### config.mk
export PLATFORM = sky130hd
export DESIGN_NAME = record_marker_strip_word_swap_top_flat
export DESIGN_NICKNAME = d
export VERILOG_FILES = /design/src/hdl/rmsws_pkg.sv /design/src/hdl/rmsws_if.sv /design/src/hdl/rmsws_fifo.sv /design/src/hdl/rmsws_front.sv /design/src/hdl/rmsws_back.sv /design/src/hdl/record_marker_strip_word_swap_top.sv /design/src/flat_wrapper.sv
export VERILOG_INCLUDE_DIRS = /design/src /design/src/hdl
export SDC_FILE = /design/constraint.sdc
export NUM_CORES = 1
export LEC_CHECK = 0
export BUFFER_PORTS_ARGS = -buffer_cell sky130_fd_sc_hd__buf_2
export CAP_MARGIN = 25
export CORE_MARGIN = 2
export CORE_UTILIZATION = 50
export CTS_BUF_LIST = sky130_fd_sc_hd__clkbuf_16
export DETAILED_ROUTE_END_ITERATION = 16
export PLACE_DENSITY = 0.64
export SLEW_MARGIN = 20
export SYNTH_ARGS = -nofsm -noshare
export SYNTH_HDL_FRONTEND = slang
export SYNTH_SLANG_ARGS = --single-unit
export TNS_END_PERCENT = 1
### constraint.sdc
create_clock -name clk_i -period 5.3 [get_ports clk_i]
set_input_delay 1.06 -clock clk_i [delete_from_list [all_inputs] [get_ports clk_i]]
set_output_delay 1.06 -clock clk_i [all_outputs]
set_load 0.02 [all_outputs]
### src/hdl/record_marker_strip_word_swap_top_assert.svh
// ----------------------------------------------------------------------------
// Assertion macros for the record deframer
// Shared concurrent-assertion wrappers, clocked on clk_i with async reset.
// ----------------------------------------------------------------------------
`ifndef RECORD_MARKER_STRIP_WORD_SWAP_TOP_ASSERT_SVH
`define RECORD_MARKER_STRIP_WORD_SWAP_TOP_ASSERT_SVH

// Same-cycle implication.
`define RMSWS_ASSERT_NOW(lbl, ante, cons) \
  lbl: assert property (@(posedge clk_i) disable iff (!rst_ni) (ante) |-> (cons)) \
    else $error("rmsws: assertion failed");

// Next-cycle implication.
`define RMSWS_ASSERT_NEXT(lbl, ante, cons) \
  lbl: assert property (@(posedge clk_i) disable iff (!rst_ni) (ante) |=> (cons)) \
    else $error("rmsws: assertion failed");

`endif

### src/hdl/rmsws_pkg.sv
// ----------------------------------------------------------------------------
// rmsws_pkg
// Types and constants shared by the record deframer modules.
// ----------------------------------------------------------------------------
`timescale 1ns / 1ps

package rmsws_pkg;

  // Configuration port
  localparam int unsigned CFG_INDEX_W = 8;
  localparam int unsigned CFG_DATA_W  = 40;
  localparam logic [CFG_INDEX_W-1:0] CFG_REC_BYTES     = 8'd0;
  localparam logic [CFG_INDEX_W-1:0] CFG_DEFAULT_TOTAL = 8'd1;

  // Register reset values
  localparam logic [31:0] DEFAULT_RECORD_BYTES = 32'd2147483639;
  localparam logic [39:0] DEFAULT_TOTAL        = 40'd28991029248;

  // File framing
  localparam logic [31:0] HEADER_MARKER     = 32'd40;
  localparam logic [5:0]  HEADER_BYTES      = 6'd40;
  localparam logic [5:0]  HEADER_TOTAL_BYTES = 6'd8;
  localparam logic [5:0]  MARKER_PAIR_BYTES = 6'd8;

  // Token queue depth
  localparam int unsigned TOKEN_DEPTH = 4;

  typedef enum logic [2:0] {
    PH_LEAD,
    PH_HEADER,
    PH_HDR_MARK,
    PH_PAYLOAD,
    PH_REC_MARK,
    PH_DONE
  } parse_phase_e;

  typedef struct packed {
    logic [7:0] in_byte;
    logic       file_start;
  } in_item_t;

  typedef struct packed {
    logic [31:0] word_bits;
    logic [1:0]  component;
    logic        last_word;
  } out_item_t;

  // One payload byte, classified by the front end
  typedef struct packed {
    logic [7:0] data;
    logic       word_end;
    logic [1:0] component;
    logic       last_word;
  } token_t;

  typedef struct packed {
    logic full;
    logic empty;
  } fifo_stat_t;

endpackage

### src/hdl/rmsws_if.sv
// ----------------------------------------------------------------------------
// rmsws channel interfaces
// Valid/ready channels for input bytes, output words and register writes.
// ----------------------------------------------------------------------------
`timescale 1ns / 1ps

interface rmsws_in_if;
  import rmsws_pkg::*;
  logic     valid;
  logic     ready;
  in_item_t data;
  modport source (output valid, output data, input ready);
  modport sink   (input valid, input data, output ready);
endinterface

interface rmsws_out_if;
  import rmsws_pkg::*;
  logic      valid;
  logic      ready;
  out_item_t data;
  modport source (output valid, output data, input ready);
  modport sink   (input valid, input data, output ready);
endinterface

interface rmsws_cfg_if;
  import rmsws_pkg::*;
  logic                   valid;
  logic                   ready;
  logic [CFG_INDEX_W-1:0] reg_index;
  logic [CFG_DATA_W-1:0]  wr_data;
  modport source (output valid, output reg_index, output wr_data, input ready);
  modport sink   (input valid, input reg_index, input wr_data, output ready);
endinterface

### src/hdl/rmsws_fifo.sv
// ----------------------------------------------------------------------------
// rmsws_fifo
// Small token queue between the parser front end and the word packer.
// ----------------------------------------------------------------------------
`timescale 1ns / 1ps

module rmsws_fifo #(
  parameter int unsigned DEPTH = 4
) (
  input  logic                clk_i,
  input  logic                rst_ni,
  input  logic                push_i,
  input  rmsws_pkg::token_t   push_data_i,
  input  logic                pop_i,
  output rmsws_pkg::token_t   pop_data_o,
  output rmsws_pkg::fifo_stat_t stat_o
);
  import rmsws_pkg::*;

  localparam int unsigned AW = (DEPTH > 1) ? $clog2(DEPTH) : 1;
  localparam int unsigned CW = $clog2(DEPTH + 1);

  token_t          slot_q [DEPTH];
  logic [AW-1:0]   wr_ptr_q, wr_ptr_d;
  logic [AW-1:0]   rd_ptr_q, rd_ptr_d;
  logic [CW-1:0]   count_q, count_d;

  // Pointer and fill count update
  always_comb begin
    wr_ptr_d = wr_ptr_q;
    rd_ptr_d = rd_ptr_q;
    count_d  = count_q;
    if (push_i) begin
      wr_ptr_d = (wr_ptr_q == AW'(DEPTH - 1)) ? '0 : wr_ptr_q + AW'(1);
    end
    if (pop_i) begin
      rd_ptr_d = (rd_ptr_q == AW'(DEPTH - 1)) ? '0 : rd_ptr_q + AW'(1);
    end
    if (push_i && !pop_i) begin
      count_d = count_q + CW'(1);
    end else if (pop_i && !push_i) begin
      count_d = count_q - CW'(1);
    end
  end

  always_ff @(posedge clk_i or negedge rst_ni) begin
    if (!rst_ni) begin
      wr_ptr_q <= '0;
      rd_ptr_q <= '0;
      count_q  <= '0;
    end else begin
      wr_ptr_q <= wr_ptr_d;
      rd_ptr_q <= rd_ptr_d;
      count_q  <= count_d;
    end
  end

  // Storage
  always_ff @(posedge clk_i) begin
    if (push_i) begin
      slot_q[wr_ptr_q] <= push_data_i;
    end
  end

  assign pop_data_o   = slot_q[rd_ptr_q];
  assign stat_o.full  = (count_q == CW'(DEPTH));
  assign stat_o.empty = (count_q == '0);

endmodule

### src/hdl/rmsws_front.sv
// ----------------------------------------------------------------------------
// rmsws_front
// Byte parser: lead marker, header, marker stripping and word/particle count.
// ----------------------------------------------------------------------------
`timescale 1ns / 1ps

module rmsws_front #(
  parameter int unsigned RECORD_COUNT_BITS = 31,
  parameter int unsigned TOTAL_BITS        = 40
) (
  input  logic                         clk_i,
  input  logic                         rst_ni,
  rmsws_in_if.sink                     in_i,
  input  rmsws_pkg::fifo_stat_t        fifo_stat_i,
  input  logic [RECORD_COUNT_BITS-1:0] rec_bytes_i,
  input  logic [39:0]                  default_total_i,
  output logic                         tok_push_o,
  output rmsws_pkg::token_t            tok_o
);
  import rmsws_pkg::*;

  localparam int unsigned PW = TOTAL_BITS - 2;
  localparam logic [63:0] TotalMax = 64'hFFFF_FFFF_FFFF_FFFF >> (64 - TOTAL_BITS);

  parse_phase_e                 phase_q, phase_d;
  logic [5:0]                   cnt_q, cnt_d;
  logic [23:0]                  lead_q, lead_d;
  logic [63:0]                  capture_q, capture_d;
  logic [TOTAL_BITS-1:0]        hdr_total_q, hdr_total_d;
  logic [RECORD_COUNT_BITS-1:0] rec_cnt_q, rec_cnt_d;
  logic [1:0]                   wbi_q, wbi_d;
  logic [1:0]                   coord_q, coord_d;
  logic [PW-1:0]                left_q, left_d;

  logic                         fire;
  logic [7:0]                   b;
  logic [63:0]                  dflt_ext;
  logic [TOTAL_BITS-1:0]        dflt_sat;
  logic [TOTAL_BITS-1:0]        cap_sat;
  logic [5:0]                   cnt_inc;
  logic [RECORD_COUNT_BITS-1:0] rec_inc;
  logic [PW-1:0]                left_dec;
  logic [31:0]                  marker;

  assign in_i.ready = !fifo_stat_i.full;
  assign fire       = in_i.valid && in_i.ready;
  assign b          = in_i.data.in_byte;

  // Saturated totals from the register and from the header
  assign dflt_ext = {24'd0, default_total_i};
  assign dflt_sat = (dflt_ext > TotalMax) ? TotalMax[TOTAL_BITS-1:0]
                                          : dflt_ext[TOTAL_BITS-1:0];
  assign cap_sat  = capture_q[63]          ? '0 :
                    (capture_q > TotalMax) ? TotalMax[TOTAL_BITS-1:0]
                                           : capture_q[TOTAL_BITS-1:0];

  // Parse state machine
  always_ff @(posedge clk_i or negedge rst_ni) begin
    if (!rst_ni) begin
      phase_q     <= PH_LEAD;
      cnt_q       <= '0;
      lead_q      <= '0;
      capture_q   <= '0;
      hdr_total_q <= '0;
      rec_cnt_q   <= '0;
      wbi_q       <= '0;
      coord_q     <= '0;
      left_q      <= '0;
    end else begin
      phase_q     <= phase_d;
      cnt_q       <= cnt_d;
      lead_q      <= lead_d;
      capture_q   <= capture_d;
      hdr_total_q <= hdr_total_d;
      rec_cnt_q   <= rec_cnt_d;
      wbi_q       <= wbi_d;
      coord_q     <= coord_d;
      left_q      <= left_d;
    end
  end

  always_comb begin
    phase_d     = phase_q;
    cnt_d       = cnt_q;
    lead_d      = lead_q;
    capture_d   = capture_q;
    hdr_total_d = hdr_total_q;
    rec_cnt_d   = rec_cnt_q;
    wbi_d       = wbi_q;
    coord_d     = coord_q;
    left_d      = left_q;
    tok_push_o  = 1'b0;
    tok_o       = '{data: b, word_end: (wbi_q == 2'd3), component: coord_q,
                    last_word: 1'b0};
    cnt_inc     = 6'd0;
    rec_inc     = '0;
    left_dec    = '0;
    marker      = '0;

    if (fire) begin
      // A file start drops everything and restarts at the lead marker
      if (in_i.data.file_start) begin
        phase_d     = PH_LEAD;
        cnt_d       = '0;
        lead_d      = '0;
        capture_d   = '0;
        hdr_total_d = '0;
        rec_cnt_d   = '0;
        wbi_d       = '0;
        coord_d     = '0;
        left_d      = '0;
      end
      cnt_inc  = cnt_d + 6'd1;
      rec_inc  = rec_cnt_d + RECORD_COUNT_BITS'(1);
      left_dec = left_d - PW'(1);

      case (phase_d)
        PH_LEAD: begin
          cnt_d = cnt_inc;
          if (cnt_inc[1:0] != 2'd0) begin
            lead_d[8*cnt_inc[1:0]-8 +: 8] = b;
          end else begin
            marker = {b, lead_d};
            cnt_d  = '0;
            if (marker == HEADER_MARKER) begin
              capture_d = '0;
              phase_d   = PH_HEADER;
            end else begin
              left_d    = dflt_sat[TOTAL_BITS-1:2];
              rec_cnt_d = '0;
              wbi_d     = '0;
              coord_d   = '0;
              phase_d   = (dflt_sat[TOTAL_BITS-1:2] != '0) ? PH_PAYLOAD : PH_DONE;
            end
          end
        end
        PH_HEADER: begin
          if (cnt_d < HEADER_TOTAL_BYTES) begin
            capture_d[8*cnt_d[2:0] +: 8] = b;
          end
          cnt_d = cnt_inc;
          if (cnt_inc >= HEADER_BYTES) begin
            hdr_total_d = cap_sat;
            cnt_d       = '0;
            phase_d     = PH_HDR_MARK;
          end
        end
        PH_HDR_MARK: begin
          cnt_d = cnt_inc;
          if (cnt_inc >= MARKER_PAIR_BYTES) begin
            left_d    = hdr_total_q[TOTAL_BITS-1:2];
            rec_cnt_d = '0;
            cnt_d     = '0;
            wbi_d     = '0;
            coord_d   = '0;
            phase_d   = (hdr_total_q[TOTAL_BITS-1:2] != '0) ? PH_PAYLOAD : PH_DONE;
          end
        end
        PH_PAYLOAD: begin
          tok_push_o = 1'b1;
          if (wbi_d == 2'd3) begin
            wbi_d = '0;
            if (coord_d >= 2'd2) begin
              coord_d = '0;
              left_d  = left_dec;
              if (left_dec == '0) begin
                tok_o.last_word = 1'b1;
                phase_d         = PH_DONE;
              end
            end else begin
              coord_d = coord_d + 2'd1;
            end
          end else begin
            wbi_d = wbi_d + 2'd1;
          end
          rec_cnt_d = rec_inc;
          if (phase_d == PH_PAYLOAD && rec_inc == rec_bytes_i) begin
            rec_cnt_d = '0;
            cnt_d     = '0;
            phase_d   = PH_REC_MARK;
          end
        end
        PH_REC_MARK: begin
          cnt_d = cnt_inc;
          if (cnt_inc >= MARKER_PAIR_BYTES) begin
            cnt_d   = '0;
            phase_d = PH_PAYLOAD;
          end
        end
        default: begin
          // finished: bytes are ignored until the next file start
        end
      endcase
    end
  end

endmodule

### src/hdl/rmsws_back.sv
// ----------------------------------------------------------------------------
// rmsws_back
// Word packer: shifts payload bytes into big-endian words, output register.
// ----------------------------------------------------------------------------
`timescale 1ns / 1ps

module rmsws_back (
  input  logic                  clk_i,
  input  logic                  rst_ni,
  input  rmsws_pkg::token_t     tok_i,
  input  rmsws_pkg::fifo_stat_t fifo_stat_i,
  output logic                  tok_pop_o,
  rmsws_out_if.source           out_o
);
  import rmsws_pkg::*;

  logic [23:0] asm_q, asm_d;
  logic        out_valid_q, out_valid_d;
  out_item_t   out_data_q, out_data_d;
  logic        emit;

  // A word-ending byte needs a free output slot; other bytes always drain
  assign tok_pop_o = !fifo_stat_i.empty &&
                     (!tok_i.word_end || !out_valid_q || out_o.ready);
  assign emit      = tok_pop_o && tok_i.word_end;

  always_comb begin
    asm_d       = asm_q;
    out_data_d  = out_data_q;
    out_valid_d = out_valid_q && !out_o.ready;
    if (tok_pop_o) begin
      asm_d = {asm_q[15:0], tok_i.data};
    end
    if (emit) begin
      out_data_d  = '{word_bits: {asm_q, tok_i.data}, component: tok_i.component,
                      last_word: tok_i.last_word};
      out_valid_d = 1'b1;
    end
  end

  always_ff @(posedge clk_i or negedge rst_ni) begin
    if (!rst_ni) begin
      out_valid_q <= 1'b0;
    end else begin
      out_valid_q <= out_valid_d;
    end
  end

  always_ff @(posedge clk_i) begin
    asm_q      <= asm_d;
    out_data_q <= out_data_d;
  end

  assign out_o.valid = out_valid_q;
  assign out_o.data  = out_data_q;

endmodule

### src/hdl/record_marker_strip_word_swap_top.sv
// ----------------------------------------------------------------------------
// record_marker_strip_word_swap_top
// Deframes a record-marked particle file into tagged 32-bit coordinate words.
// ----------------------------------------------------------------------------
// Takes one file byte per cycle, sustained, whenever the output keeps up: the
// parser handles every byte in the cycle it is accepted and hands payload bytes through
// a 4-entry queue to the word packer, so a stalled output only stops input
// once that queue fills. With the queue empty and the output register free, a
// word's last byte is written into the queue, then popped and registered with
// the word in the output register. A leading marker of 40 selects the header
// path (total from the header's first 8 bytes), otherwise the total comes
// from register 1; register 0 sets the payload bytes between marker pairs.
// Register writes are taken in any cycle (ready is always high) and should
// only be made while the block is idle. There is no start-up clearing pass.
`timescale 1ns / 1ps

module record_marker_strip_word_swap_top #(
  parameter int unsigned RECORD_COUNT_BITS = 31,
  parameter int unsigned TOTAL_BITS        = 40
) (
  input  logic        clk_i,
  input  logic        rst_ni,
  rmsws_in_if.sink    in_i,
  rmsws_out_if.source out_o,
  rmsws_cfg_if.sink   cfg_i
);
  import rmsws_pkg::*;

  logic [RECORD_COUNT_BITS-1:0] rec_bytes_q;
  logic [39:0]                  default_total_q;
  logic                         tok_push;
  logic                         tok_pop;
  token_t                       tok_in;
  token_t                       tok_out;
  fifo_stat_t                   fifo_stat;

  // Configuration registers
  assign cfg_i.ready = 1'b1;

  always_ff @(posedge clk_i or negedge rst_ni) begin
    if (!rst_ni) begin
      rec_bytes_q     <= DEFAULT_RECORD_BYTES[RECORD_COUNT_BITS-1:0];
      default_total_q <= DEFAULT_TOTAL;
    end else if (cfg_i.valid) begin
      case (cfg_i.reg_index)
        CFG_REC_BYTES:     rec_bytes_q     <= cfg_i.wr_data[RECORD_COUNT_BITS-1:0];
        CFG_DEFAULT_TOTAL: default_total_q <= cfg_i.wr_data[39:0];
        default: begin
        end
      endcase
    end
  end

  rmsws_front #(
    .RECORD_COUNT_BITS (RECORD_COUNT_BITS),
    .TOTAL_BITS        (TOTAL_BITS)
  ) u_front (
    .clk_i           (clk_i),
    .rst_ni          (rst_ni),
    .in_i            (in_i),
    .fifo_stat_i     (fifo_stat),
    .rec_bytes_i     (rec_bytes_q),
    .default_total_i (default_total_q),
    .tok_push_o      (tok_push),
    .tok_o           (tok_in)
  );

  rmsws_fifo #(
    .DEPTH (TOKEN_DEPTH)
  ) u_fifo (
    .clk_i       (clk_i),
    .rst_ni      (rst_ni),
    .push_i      (tok_push),
    .push_data_i (tok_in),
    .pop_i       (tok_pop),
    .pop_data_o  (tok_out),
    .stat_o      (fifo_stat)
  );

  rmsws_back u_back (
    .clk_i       (clk_i),
    .rst_ni      (rst_ni),
    .tok_i       (tok_out),
    .fifo_stat_i (fifo_stat),
    .tok_pop_o   (tok_pop),
    .out_o       (out_o)
  );

  // Checks
`include "record_marker_strip_word_swap_top_assert.svh"

  `RMSWS_ASSERT_NOW(a_no_overflow, tok_push, !fifo_stat.full)
  `RMSWS_ASSERT_NOW(a_no_underflow, tok_pop, !fifo_stat.empty)
  `RMSWS_ASSERT_NOW(a_last_is_z, out_o.valid && out_o.data.last_word, out_o.data.component == 2'd2)
  `RMSWS_ASSERT_NEXT(a_word_lands, tok_pop && tok_out.word_end, out_o.valid)

endmodule
### src/flat_wrapper.sv
// flat-port wrapper written by rule: the top's interface ports become plain ports
module record_marker_strip_word_swap_top_flat import rmsws_pkg::*;
#(
  parameter int unsigned RECORD_COUNT_BITS = 31,
  parameter int unsigned TOTAL_BITS        = 40
)
  (clk_i, rst_ni, in_i_valid, in_i_data, in_i_ready, out_o_valid, out_o_data, out_o_ready, cfg_i_valid, cfg_i_reg_index, cfg_i_wr_data, cfg_i_ready);
  rmsws_in_if in_i_i ();
  rmsws_out_if out_o_i ();
  rmsws_cfg_if cfg_i_i ();
  input  logic clk_i;
  input  logic rst_ni;
  input wire logic [$bits(in_i_i.valid)-1:0] in_i_valid;
  input wire logic [$bits(in_i_i.data)-1:0] in_i_data;
  output wire logic [$bits(in_i_i.ready)-1:0] in_i_ready;
  output wire logic [$bits(out_o_i.valid)-1:0] out_o_valid;
  output wire logic [$bits(out_o_i.data)-1:0] out_o_data;
  input wire logic [$bits(out_o_i.ready)-1:0] out_o_ready;
  input wire logic [$bits(cfg_i_i.valid)-1:0] cfg_i_valid;
  input wire logic [$bits(cfg_i_i.reg_index)-1:0] cfg_i_reg_index;
  input wire logic [$bits(cfg_i_i.wr_data)-1:0] cfg_i_wr_data;
  output wire logic [$bits(cfg_i_i.ready)-1:0] cfg_i_ready;
  assign in_i_i.valid = in_i_valid;
  assign in_i_i.data = in_i_data;
  assign in_i_ready = in_i_i.ready;
  assign out_o_valid = out_o_i.valid;
  assign out_o_data = out_o_i.data;
  assign out_o_i.ready = out_o_ready;
  assign cfg_i_i.valid = cfg_i_valid;
  assign cfg_i_i.reg_index = cfg_i_reg_index;
  assign cfg_i_i.wr_data = cfg_i_wr_data;
  assign cfg_i_ready = cfg_i_i.ready;
  record_marker_strip_word_swap_top #(.RECORD_COUNT_BITS(RECORD_COUNT_BITS), .TOTAL_BITS(TOTAL_BITS)) u_core (.clk_i(clk_i), .rst_ni(rst_ni), .in_i(in_i_i), .out_o(out_o_i), .cfg_i(cfg_i_i));
endmodule
# Word level (Yosys, flattened, before mapping)
# Memories as Yosys holds them, arrays and structs flattened.
# Index checks and enable logic that the tools add are counted.
[op_classes] n_addsub=12 n_mul=0 n_div=0 order_cmp=6 eq_ne=13 shifts=4 muxes=85 bitwise_logic=0 n_reduce_logical=27
[op_table] operator="64-bit two-way mux" n=5
[op_table] operator="38-bit two-way mux" n=7
[op_table] operator="40-bit two-way mux" n=6
[op_table] operator="31-bit two-way mux" n=6
[op_table] operator="64-bit one-hot mux with 2 select lines" n=1
[op_table] operator="38-bit one-hot mux with 3 select lines" n=1
[op_table] operator="24-bit two-way mux" n=4
[op_table] operator="31-bit one-hot mux with 3 select lines" n=1
[op_table] operator="38-bit nonzero test" n=2
[op_table] operator="64-bit bitwise mux" n=1
[op_table] operator="64-bit by 40-bit > comparator with 1-bit output, second input constant" n=1
[op_table] operator="8-bit by 34-bit variable shift with 64-bit output, first input constant" n=1
[op_table] operator="8-bit by 34-bit indexed part select with 64-bit output" n=1
[op_table] operator="3-bit two-way mux" n=17
[op_table] operator="40-bit > comparator, second input constant" n=1
[op_table] operator="38-bit logical NOT" n=1
[op_table] operator="38-bit by 1-bit subtractor with 38-bit output, second input constant" n=1
[op_table] operator="6-bit two-way mux" n=6
[op_table] operator="32-bit negation with 34-bit output" n=1
[op_table] operator="6-bit negation with 34-bit output" n=1
[op_table] operator="8-bit by 34-bit variable shift with 24-bit output, first input constant" n=1
[op_table] operator="8-bit by 34-bit indexed part select with 24-bit output" n=1
[op_table] operator="32-bit by 6-bit equality test with 1-bit output, second input constant" n=1
[op_table] operator="31-bit by 1-bit adder with 31-bit output, second input constant" n=1
[op_table] operator="other kinds (29)" n=78
[totals] reg_bits=348 latchBits=0 ramBits=48 rom_bits=0 in_bits=62 output_inout_bits=38 mem_count=1
[memory_table] name="u_core.u_fifo.slot_q" words=4 word_bits=12 read_ports=1 rd_clocked_by_memory_dff=0 write_ports=1 line="rmsws_fifo.sv:23" text="token_t slot_q [DEPTH];"

# Logic depth before layout (Yosys ltp)
# Gate-level depths: netlist of run 1.
[depth] depth_word=15 depth_mapped=20 depth_no_buf=13

# Cells and area by module
# A second synthesis of run 1 with hierarchy kept.
[unflattened] hier_cells=1923 hier_area_um2=19960.4
[modules_own_cells] mod="rmsws_front" n_inst=1 cells_per_inst=1601 area_each_um2=13072.5
[modules_own_cells] mod="record_marker_strip_word_swap_top" n_inst=1 cells_per_inst=157 area_each_um2=2877.8
[modules_own_cells] mod="rmsws_fifo" n_inst=1 cells_per_inst=100 area_each_um2=2174.6
[modules_own_cells] mod="rmsws_back" n_inst=1 cells_per_inst=65 area_each_um2=1835.5

# Worst setup path after synthesis of run 1
# Ideal clock, no wire load.
[synth_timing] path_kind="input to register" startpoint="input port in_i_data[0]" endpoint="register u_core.u_front.cnt_q[4]" setup_time_ns=0.137 arrival_ns=4.942 required_ns=5.163 setup_slack_ns=0.221 cell_stages=18 path_cell_list="buf_2 -> buf_2 -> buf_2 -> buf_2 -> buf_1 -> clkbuf_1 -> clkbuf_1 -> nor2b_1 -> ha_1 -> clkbuf_2 -> or4b_2 -> a21boi_0 -> o211ai_1 -> nor4_2 -> nand3_2 -> buf_2 -> o41ai_1 -> o31ai_1"
[synth_between] elab_chain_len=13 elab_cells_between_ends=40 cone_classes="3 x add/sub; 3 x order compare; 7 x eq/ne; 22 x mux; 5 x reduce/logical"
[synth_lines] element="from (decl)" line="flat_wrapper.sv:14" text="input wire logic [$bits(in_i_i.data)-1:0] in_i_data;"
[synth_lines] element="38-bit two-way mux" line="rmsws_front.sv:102" text="if (in_i.data.file_start) begin"
[synth_lines] element="38-bit two-way mux" line="rmsws_front.sv:100" text="if (fire) begin"
[synth_lines] element="38-bit by 1-bit subtractor with 38-bit output" line="rmsws_front.sv:115" text="left_dec = left_d - PW'(1);"
[synth_lines] element="38-bit logical NOT" line="rmsws_front.sv:166" text="if (left_dec == '0) begin"
[synth_lines] element="3-bit two-way mux" line="rmsws_front.sv:166"
[synth_lines] element="3-bit two-way mux" line="rmsws_front.sv:163" text="if (coord_d >= 2'd2) begin"
[synth_lines] element="3-bit two-way mux" line="rmsws_front.sv:161" text="if (wbi_d == 2'd3) begin"
[synth_lines] element="3-bit two-way mux" line="rmsws_front.sv:117" text="case (phase_d)"
[synth_lines] element="3-bit two-way mux" line="rmsws_front.sv:100"
[synth_lines] element="3-bit by 2-bit equality test with 1-bit output" line="rmsws_front.sv:177" text="if (phase_d == PH_PAYLOAD && rec_inc == rec_bytes_i) begin"
[synth_lines] element="1-bit logical AND" line="rmsws_front.sv:177"
[synth_lines] element="6-bit two-way mux" line="rmsws_front.sv:177"
[synth_lines] element="6-bit one-hot mux with 4 select lines *" line="rmsws_front.sv:117"
[synth_lines] element="to (signal assigned)" line="rmsws_front.sv:71" text="cnt_q <= cnt_d;"
[synth_lines] element="to (decl)" line="rmsws_front.sv:26" text="logic [5:0] cnt_q, cnt_d;"
# Mark *: on every way between the ends. The rest lies on a longest branch, timed or not. The select of a mux whose other input is x is not followed.
# A chain may end at the register's enable or synchronous reset.

# Worst setup path in the final report of run 1
[layout_timing] startpoint="input port in_i_data[0]" endpoint="register u_core.u_front.rec_cnt_q[28]"
[layout_between] elab_chain_len=13 elab_cells_between_ends=39 cone_classes="3 x add/sub; 2 x order compare; 6 x eq/ne; 24 x mux; 4 x reduce/logical"
[layout_lines] element="38-bit two-way mux" line="rmsws_front.sv:102"
[layout_lines] element="38-bit two-way mux" line="rmsws_front.sv:100"
[layout_lines] element="38-bit by 1-bit subtractor with 38-bit output" line="rmsws_front.sv:115"
[layout_lines] element="38-bit logical NOT" line="rmsws_front.sv:166"
[layout_lines] element="3-bit two-way mux" line="rmsws_front.sv:166"
[layout_lines] element="3-bit two-way mux" line="rmsws_front.sv:163"
[layout_lines] element="3-bit two-way mux" line="rmsws_front.sv:161"
[layout_lines] element="3-bit two-way mux" line="rmsws_front.sv:117"
[layout_lines] element="3-bit two-way mux" line="rmsws_front.sv:100"
[layout_lines] element="3-bit by 2-bit equality test with 1-bit output" line="rmsws_front.sv:177"
[layout_lines] element="1-bit logical AND" line="rmsws_front.sv:177"
[layout_lines] element="31-bit two-way mux" line="rmsws_front.sv:177"
[layout_lines] element="31-bit one-hot mux with 3 select lines *" line="rmsws_front.sv:117"
[layout_lines] element="to (signal assigned)" line="rmsws_front.sv:75" text="rec_cnt_q <= rec_cnt_d;"
[layout_lines] element="to (decl)" line="rmsws_front.sv:30" text="logic [RECORD_COUNT_BITS-1:0] rec_cnt_q, rec_cnt_d;"
# Marked as above.

==> results.txt, run 1 <==
- Antenna violations before repair: 1
* Cell with the largest stage delay on the worst path: or4b_1
* Placer congestion estimate: 1.01
* Clk network pwr share: 0.334
- Number of flops mapped to enable cells by yosys: 107
- Maximum fanout encountered on the critical timing path: 24
- Number of DRC markers in iteration 0: between 1500 and 2000
- The die is a little over 200 microns tall.
- Multiplexer fraction of the synthesized cell area: 0.0599
- Post-Synthesis Net Count: 2019
- The H-tree was split into 2 levels.
- Die Wd: a little over 200 microns
- The later pin in the worst-skew pair is clocked with a latency of roughly 0.60 ns.
- Required time at the worst-slack endpoint: 5.79 ns
- Max_slew headroom: 0.277
- Of all flip-flops after synthesis, the portion carrying an async set or reset was 0.726.
- Final clock skew: 0.0399 ns
* FF+latch count, synth: 390
- Averaged over all synthesized cells, the footprint is 10.3 sq um.
- Fraction of power consumed by sequential logic: 0.445
* Number of nets at the end of the flow: 2085
- Delay of the slowest critical-path stage: approximately 0.71 ns
- Total power per unit cell area: between 400 and 500 nW/um^2
- Max-capacitance violation count: 0
* Outcome: complete, no violations
- For this design the top-level I/O count stands at 100.
* Accumulated negative setup slack: 0 ns
- Setup violations remaining at the end of the flow were counted as 0.
- Via count of the first global-routing pass: 15600
* Fmax: 0.224 GHz
* Classification of the worst-slack hold path: reg2reg
* Clock Pin Slew Worst Setup and Hold Paths: 0.06 ns
- Synth Cell Area: 19900 sq um
- Commonest cells in the netlist: 249 x dfrtp_1, 247 x nand2_1, 167 x nor2_1, 167 x o21ai_0, 107 x edfxtp_1
* Clock tree from TritonCTS: yes
- CP Depth: 13
- Biggest area contributors in the synthesized netlist: dfrtp_1 31%, edfxtp_1 16%, nand2_1 4.7%, dfstp_2 4.5%, o21ai_0 4.2%
- Post-Route WL: 59700 microns
* Crit-path cells: buf_4 > inv_1 > nand2_1 > ha_1 > nand3_1 > o21a_1 > nor4_1 > buf_4 > mux2i_1 > or4b_1 > nor2_8 > o21ai_4 > o31ai_1
- Net switching fraction of the power: 0.332
- Slack of the worst reg-to-reg path: 0.86 ns
- The core region is 39500 sq um.
* Distinct cell type count after synthesis: 98
* Synth Area in Compound Gates: 0.154
* Syn Inst Count: just under 2000
* Critical path capture point: u_core.u_front.rec_cnt_q[28]
- The worst register-to-register path begins at u_core.u_front.left_q[17].
* Via count: 16300
* Yosys top cell by area: dfrtp_1
- Relative to the synthesized area, the layout overhead comes to 12.5%.
- Routed wirelength normalized by instance count: ~23 microns
- In this run the deepest clock path goes through 3 buffers.
- The count of nets left with antenna violations once routing finished came out at 0.
- In this run the tool buffered the top-level ports with 98 buffer cells.
- Post-CTS timing repair inserted 0 buffers for setup.
- Final Instance Count excl. Fillers: 2564
* DRC violation count after routing: 0
- Of the total synthesized cell area, the portion taken by XOR and XNOR cells is 0.0297.
- Data arrives at the worst endpoint at approximately 5.0 ns.
- TritonCTS buffer count: 42
- Hold violation total from the final report: 0
* Relative contribution of combinational cells to total power: 0.221
- Worst ir drop on vdd: 0.000261 V
- The die covers 41400 sq um.
- Kind of end point of the critical path: flip-flop
- Summed over all nets, the switching power comes to around 3.0 mW.
* Largest net degree at the start of global routing: 110
* Cell at the root of the clock tree: clkbuf_16
- After global routing the overflow that remains totals 0.
- In this run the core area contains 73 standard-cell rows.
- CTS sink count: 390
- Share of synthesized area occupied by flip-flops and latches: 0.519
- Worst-case hold slack: 0.420 ns
* Post-layout min period: 4.47 ns
- The repair_antennas step left the layout with diodes totalling 0.
- Total of hold buffers inserted after clock tree synthesis: 0
- The most critical setup path has its startpoint at in_i_data[0].
* Top-area cell type share of the netlist area: 0.313
* Main combinational cell family by area after synthesis: simple AND/OR/NAND/NOR gates
* Initial core utilization: 0.504
* Post-cts sizing count: 0
- Share of layout cells above drive strength 1: 0.185
- Final Max Tran Viols: 0
- Cell Int Power: 6.13 mW
- Of the total synthesized cell area, the portion taken by AND, OR, NAND and NOR gates is 0.192.
- Post-route fraction of the period consumed by the critical path: 0.844
* Leak pwr: 9.01 nW
- Cell mode on critical path: buf_4
- Total power for the finished layout comes to 9.17 mW.
- Setup repair after global routing left no endpoint under its margin.
- Count of placed standard cells including taps: around 2500
- TritonRoute pass-1 iters: 6
- For this run, the total global-route usage over all layers was measured as 0.291.
- R2r endpoint: u_core.u_front.rec_cnt_q[28]
- Yosys printed 0 warnings.
- Number of fill cells: 3380
- The first global-routing pass estimated 93200 microns of wire.
- Of the total synthesized cell area, the portion taken by full adders, half adders and majority gates is 0.0122.
- For this run, the leading register cell type out of synthesis is dfrtp_1.
* Cells on worst reg2reg path: 9
- Kind of start point of the critical path: input pin
- By startpoint and endpoint, the worst setup path is classified as in2reg.
* Total buffers and inverters traversed by the critical path: 3
- Detailed placement ended at an HPWL of 42500 microns.
- For the pin with the worst max-slew slack, the measured transition is 1.08 ns.
- Top cell family by delay on the critical path: simple AND/OR/NAND/NOR gates
- Dividing the detail-routed via count by the number of cells gives around 6.4.
- In the post-synthesis netlist, the cell with the most instances is dfrtp_1.
## power groups by stage
stage | registers (mW) | logic, mW | clock network [mW]
after floorplan | 4.01 | 1.37 | 0
after global placement | 4.11 | 1.98 | 0
after detailed placement | 4.13 | 2.01 | 0
after CTS | 4.08 | 2.01 | 3.11
after global routing | 4.14 | 2.21 | 3.24
final | 4.09 | 2.03 | 3.06
## placed cells by master, fill, tap and decap left out, types with 11 or more instances in the layout
| cell type | instances |
|---|---|
| o21ai_0 | 165 |
| and2_1 | 11 |
| and3_1 | 25 |
| o21ai_1 | 18 |
| edfxtp_1 | 107 |
| nand3_1 | 51 |
| buf_4 | 47 |
| ha_1 | 17 |
| nor2b_1 | 23 |
| a21oi_1 | 48 |
| dfstp_2 | 34 |
| nand2b_1 | 16 |
| or4_1 | 15 |
| clkbuf_16 | 43 |
| xnor2_1 | 35 |
| nor4_1 | 49 |
| a221oi_1 | 23 |
| a22o_1 | 14 |
| nand4_1 | 33 |
| inv_1 | 38 |
| a32o_1 | 23 |
| xor2_1 | 30 |
| nor3_1 | 48 |
| nand2_1 | 246 |
| mux2_2 | 73 |
| mux4_2 | 12 |
| nor2_1 | 166 |
| buf_2 | 96 |
| dfrtp_1 | 249 |
| o221ai_1 | 14 |
| o211ai_1 | 12 |
## per-layer routing
layer / wire [microns] / global-route usage / part of all wire
met3: 4530 / 0.0475 / 0.076
met5: 0 / 0 / 0
met4: 1960 / 0.0941 / 0.033
met2: 27200 / 0.451 / 0.46
met1: 25900 / 0.420 / 0.43
## registers in the layout, indices dropped and copies added (netlist names), 2 cells and up
name	count
u_core.u_fifo.wr_ptr_q	2
u_core.u_front.hdr_total_q	38
u_core.u_front.capture_q	62
u_core.u_front.cnt_q	6
u_core.u_front.rec_cnt_q	31
u_core.u_fifo.rd_ptr_q	2
u_core.u_front.phase_q	3
u_core.u_front.lead_q	24
u_core.u_front.wbi_q	2
u_core.u_fifo.count_q	3
u_core.rec_bytes_q	31
u_core.default_total_q	38
u_core.u_back.asm_q	24
u_core.u_front.coord_q	2
u_core.u_fifo.slot_q	48
u_core.u_back.out_o.data	35
u_core.u_front.left_q	38
## area by class of cell
type / count / area, sq um / area share
Timing Repair Buffer: 146 / 883 / 0.0394
Tap cell: 525 / 657 / 0.0293
Clock inverter: 35 / 365 / 0.0163
Multi-Input combinational cell: 1393 / 8970 / 0.400
Clock buffer: 43 / 1080 / 0.0480
Inverter: 32 / 120 / 0.00536
Sequential cell: 390 / 10300 / 0.461
## through the flow
stage | utilization | cell area, sq um | setup WS [ns]
2_1_floorplan | - | 19900 | 0.221
3_3_place_gp | 0.530 | 20900 | 0.383
3_5_place_dp | 0.530 | 20900 | 0.354
4_1_cts | 0.566 | 22400 | 0.952
5_1_grt | 0.567 | 22400 | 0.603
6_report | 0.567 | 22400 | 0.829
## cell families (layout without fill, tap and decap cells)
| kind of cell | Yosys count | count (layout) |
|---|---|---|
| AO/OA/AOI/OAI | 450 | 450 |
| flip-flops | 390 | 390 |
| adder cells (fa/ha/maj) | 19 | 19 |
| XOR/XNOR | 66 | 66 |
| AND/OR/NAND/NOR | 762 | 762 |
| multiplexers | 95 | 95 |
| other | 1 | 1 |
| buffers and inverters | 156 | 256 |
## worst min path at each step
stage	start	endpoint	slack, ns	cells after the start
after detailed placement	u_core.u_back.asm_q[18]	u_core.u_back.out_o.data[29]	0.41	0
after CTS	u_core.u_back.asm_q[18]	u_core.u_back.out_o.data[29]	0.42	0
after global placement	u_core.u_back.asm_q[16]	u_core.u_back.out_o.data[27]	0.40	0
after floorplan	u_core.u_back.asm_q[16]	u_core.u_back.out_o.data[27]	0.40	0
after global routing	u_core.u_back.asm_q[18]	u_core.u_back.out_o.data[29]	0.43	0
final	u_core.u_back.asm_q[18]	u_core.u_back.out_o.data[29]	0.42	0
Note: power is estimated with default switching activity, not from simulation.
==> run 2, diff against run 1 <==
--- a/config.mk
+++ b/config.mk
@@ -12,7 +12,7 @@
 export CORE_UTILIZATION = 50
 export CTS_BUF_LIST = sky130_fd_sc_hd__clkbuf_16
 export DETAILED_ROUTE_END_ITERATION = 16
-export PLACE_DENSITY = 0.64
+export PLACE_DENSITY = 0.67
 export SLEW_MARGIN = 20
 export SYNTH_ARGS = -nofsm -noshare
 export SYNTH_HDL_FRONTEND = slang
==> constraint.sdc (replaced) <==
create_clock -name clk_i -period 3.7 [get_ports clk_i]
set_input_delay 0.74 -clock clk_i [delete_from_list [all_inputs] [get_ports clk_i]]
set_output_delay 0.74 -clock clk_i [all_outputs]
set_load 0.02 [all_outputs]
==> run 2 against run 1 <==
Combinational power grew 77%. Clock skew grew 0.0012 ns. Via count grew 3.6%. Cell count grew 5.4%. Power grew 43%. Critical endpoint is now u_core.u_front.rec_cnt_q[26]. Largest power group unchanged. Highest routed layer is now met5.
==> results.txt, run 2 (synthesis results as in run 1) <==
- The number of buffers inserted for hold repair after clock tree synthesis came to 0 (unchanged).
- Most common cell after layout, fill and taps aside: dfrtp_1
- The final HPWL from detailed placement was 45200 microns (+6.2%).
* Cell at the root of the clock tree: clkbuf_16
- Classification of the worst-slack hold path: in2async
- The clock insertion delay at the later pin of the skew report was 0.60 ns (about the same).
- The vertical die dimension came to 204 microns (unchanged).
* Via count: 16900 (+3.6%)
- Via count of the first global-routing pass: 16500 (+5.7%)
- The sum of overflow across all layers after global routing is 0 (unchanged).
- The final routed DRC violation total came to 0 (unchanged).
- Maximum fanout encountered on the critical timing path: 9 (-63%)
- The peak supply drop is 0.000324 V (+24%).
- The worst setup path is of the reg2reg kind.
- Core Rows: 73 (unchanged)
- Routed wirelength normalized by instance count: 23.2 microns (-0.50%)
- The max-slew violation total from the final report is 0 (unchanged).
- The net count of the finished layout was 2223 (+6.6%).
- The number of gates resized after CTS was 0 (unchanged).
* Antenna violation net count after detailed routing: 0 (unchanged)
* TritonCTS buffer count: 42 (unchanged)
- Most heavily used metal layer in global routing: met2
- The count of endpoints failing setup in the final report was 0 (unchanged).
- Post-layout util: 0.595 (+0.0280)
- The clock period could shrink to between 3 and 4 ns.
- GRT met2 Usage: 0.477 (+0.0257)
- The final count of hold timing violations was 0 (unchanged).
- The number of antenna violations at the first check in global routing was 1 (unchanged).
- Max reg flops: 62 (unchanged)
- Ranked by flip-flop count, first place goes to u_core.u_front.capture_q.
- Signed area change from the synthesized netlist to the final layout: 18.1%
- Buffers on Ports: 98 (unchanged)
* Total global routing track utilization: 0.304 (+0.0126)
- The slack of the worst reg-to-reg path came to 0.12 ns (-0.74 ns).
* First-pass GRT wire length: 97100 microns (+4.2%)
- The worst setup path is launched from a flip-flop.
- Derived from the worst setup path, the maximum achievable clock frequency is roughly 0.28 GHz.
* CTS sink count: 390 (unchanged)
* Cells on worst reg2reg path: 11 (+2)
- The DRC marker count from the first detailed-route iteration is 1771 (+3.2%).
- The detailed-routing iteration count for the pre-antenna-repair pass came to 8 (+2).
- The final weighted congestion of routability-driven global placement came to 0.989 (-1.7%).
* Share of layout cells above drive strength 1: 0.239 (+0.0540)
- Clock tree from TritonCTS: yes
* Ant diodes: 0 (unchanged)
- Required time at the worst-slack endpoint: 4.18 ns (-1.61 ns)
- The die area is 41400 sq um (unchanged).
- Post-detailed-route via-to-cell ratio: 6.25 (-1.7%)
- Slew at the pin with the worst max-slew slack: 1.04 ns (-0.0405 ns)
* Met1 Resource Use GR: 0.432 (+0.0124)
* Setup slack after placement: -0.150 ns (-0.504 ns)
* Die Wd: 204 microns (unchanged)
- The final cell area excluding filler cells came to 23500 sq um (+4.9%).
- CTS H-Tree Depth: 2 (unchanged)
* Total area of sequential cells: 10300 sq um (unchanged)
* Largest net degree at the start of global routing: 98 (-11%)
- The number of post-CTS setup repair buffers came to 0 (unchanged).
* Outcome: complete, no violations
* Post-Route WL: 62600 microns (+4.9%)
- The endpoint arrival time on the critical path was 4.07 ns (-0.89 ns).
- The worst slew margin relative to its limit is 0.307 (+0.0299).
- Number of fill cells: 3364 (-0.47%)
- Worst R2R Start: u_core.u_front.left_q[33]
- The worst path setup slack after routing is 0.116 ns (-0.712 ns).
- Biggest registers after layout: u_core.u_front.capture_q (62), u_core.u_fifo.slot_q (48)
- Initial core utilization: 0.504 (unchanged)
- The global-route met3 utilization came to 0.0465 (-0.000959).
- Leak pwr: 9.72 nW (+7.9%)
- Boundary pin count: 100 (unchanged)
* Kind of end point of the critical path: flip-flop
- Of the available clock period, the critical path in the final layout requires 0.969.
- The power density over the cells is 558 nW/um^2 (+36%).
- Highest-count cells in the layout ignoring fill and taps: 249 x dfrtp_1, 246 x nand2_1, 176 x buf_4, 166 x nor2_1, 164 x o21ai_0
- The placed standard-cell area was 22200 sq um (+5.9%).
- Final clock skew: 0.0412 ns (+0.00123 ns)
- Clock Pin Slew Worst Setup and Hold Paths: 0.06 ns (about the same)
* Worst-case hold slack: 0.173 ns (-0.247 ns)
- The number of max-capacitance violations reported came to 0 (unchanged).
- Footprint of the multi-input gates: 9100 sq um (+1.4%)
- Placeable core area: 39500 sq um (unchanged)
- Crit path from: u_core.u_front.left_q[33]
* R2r endpoint: u_core.u_front.rec_cnt_q[26]
* Longest Clk Path Bufs: 3 (unchanged)
[run 2: cell count changes in the layout (fill, tap and decap cells not counted), sizes merged]
cell      delta
buf        +138
inv         +11
bufinv       -6
clkinv       -3
clkbuf       -1
clkinvlp     -1
[run 2: how the worst max path moves through the flow]
stage,cells after the start,end,slack (ns)
after floorplan,20,u_core.u_front.cnt_q[4],-0.49
after global placement,15,u_core.u_front.left_q[16],-0.09
after detailed placement,14,u_core.u_front.rec_cnt_q[26],-0.15
after CTS,11,u_core.u_front.rec_cnt_q[26],0.06
after global routing,11,u_core.u_front.rec_cnt_q[26],-0.003
final,11,u_core.u_front.rec_cnt_q[26],0.12
[run 2: metal layers]
| layer | part of all wire | vias up | routed length, microns |
|---|---|---|---|
| met5 | 0.00021 | - | 13 |
| met4 | 0.032 | 2 | 2000 |
| met3 | 0.070 | 139 | 4390 |
| met2 | 0.46 | 698 | 28800 |
| met1 | 0.44 | 8445 | 27300 |
| li1 | - | 7615 | - |
[run 2: critical path, stage by stage, from the launching register on]
cell	delay [ns]
dfrtp_1	0.46
or3_1	0.40
or2_2	0.34
or4_1	0.45
o21ai_0	0.23
nand4_1	0.17
or4_1	0.56
buf_4	0.19
nor2_8	0.14
buf_4	0.21
o2111ai_1	0.16
a22oi_2	0.17
[run 2: report_power, final]
group	total [mW]	switching (mW)	internal (mW)
sequential	5.65	0.438	5.21
clock	3.88	1.79	2.09
combinational	3.59	2.26	1.33
[run 2: area by class of cell]
cell class,instances,area share
tap,525,0.0279
timing repair buffer,284,0.0866
multi-input combinational,1393,0.387
clock buffer,42,0.0447
sequential,390,0.440
clock inverter,36,0.00926
inverter,32,0.00511
[run 2: per-stage QoR]
stage / setup TNS, ns / cells / power [mW]
final: 0 / 2702 / 13.1
after global routing: -0.00307 / 2702 / 13.7
after CTS: 0 / 2702 / 13.1
after detailed placement: -2.68 / 2624 / 9.20
after global placement: -0.513 / 2624 / 9.14
after floorplan: -27.06 / 1939 / 7.73
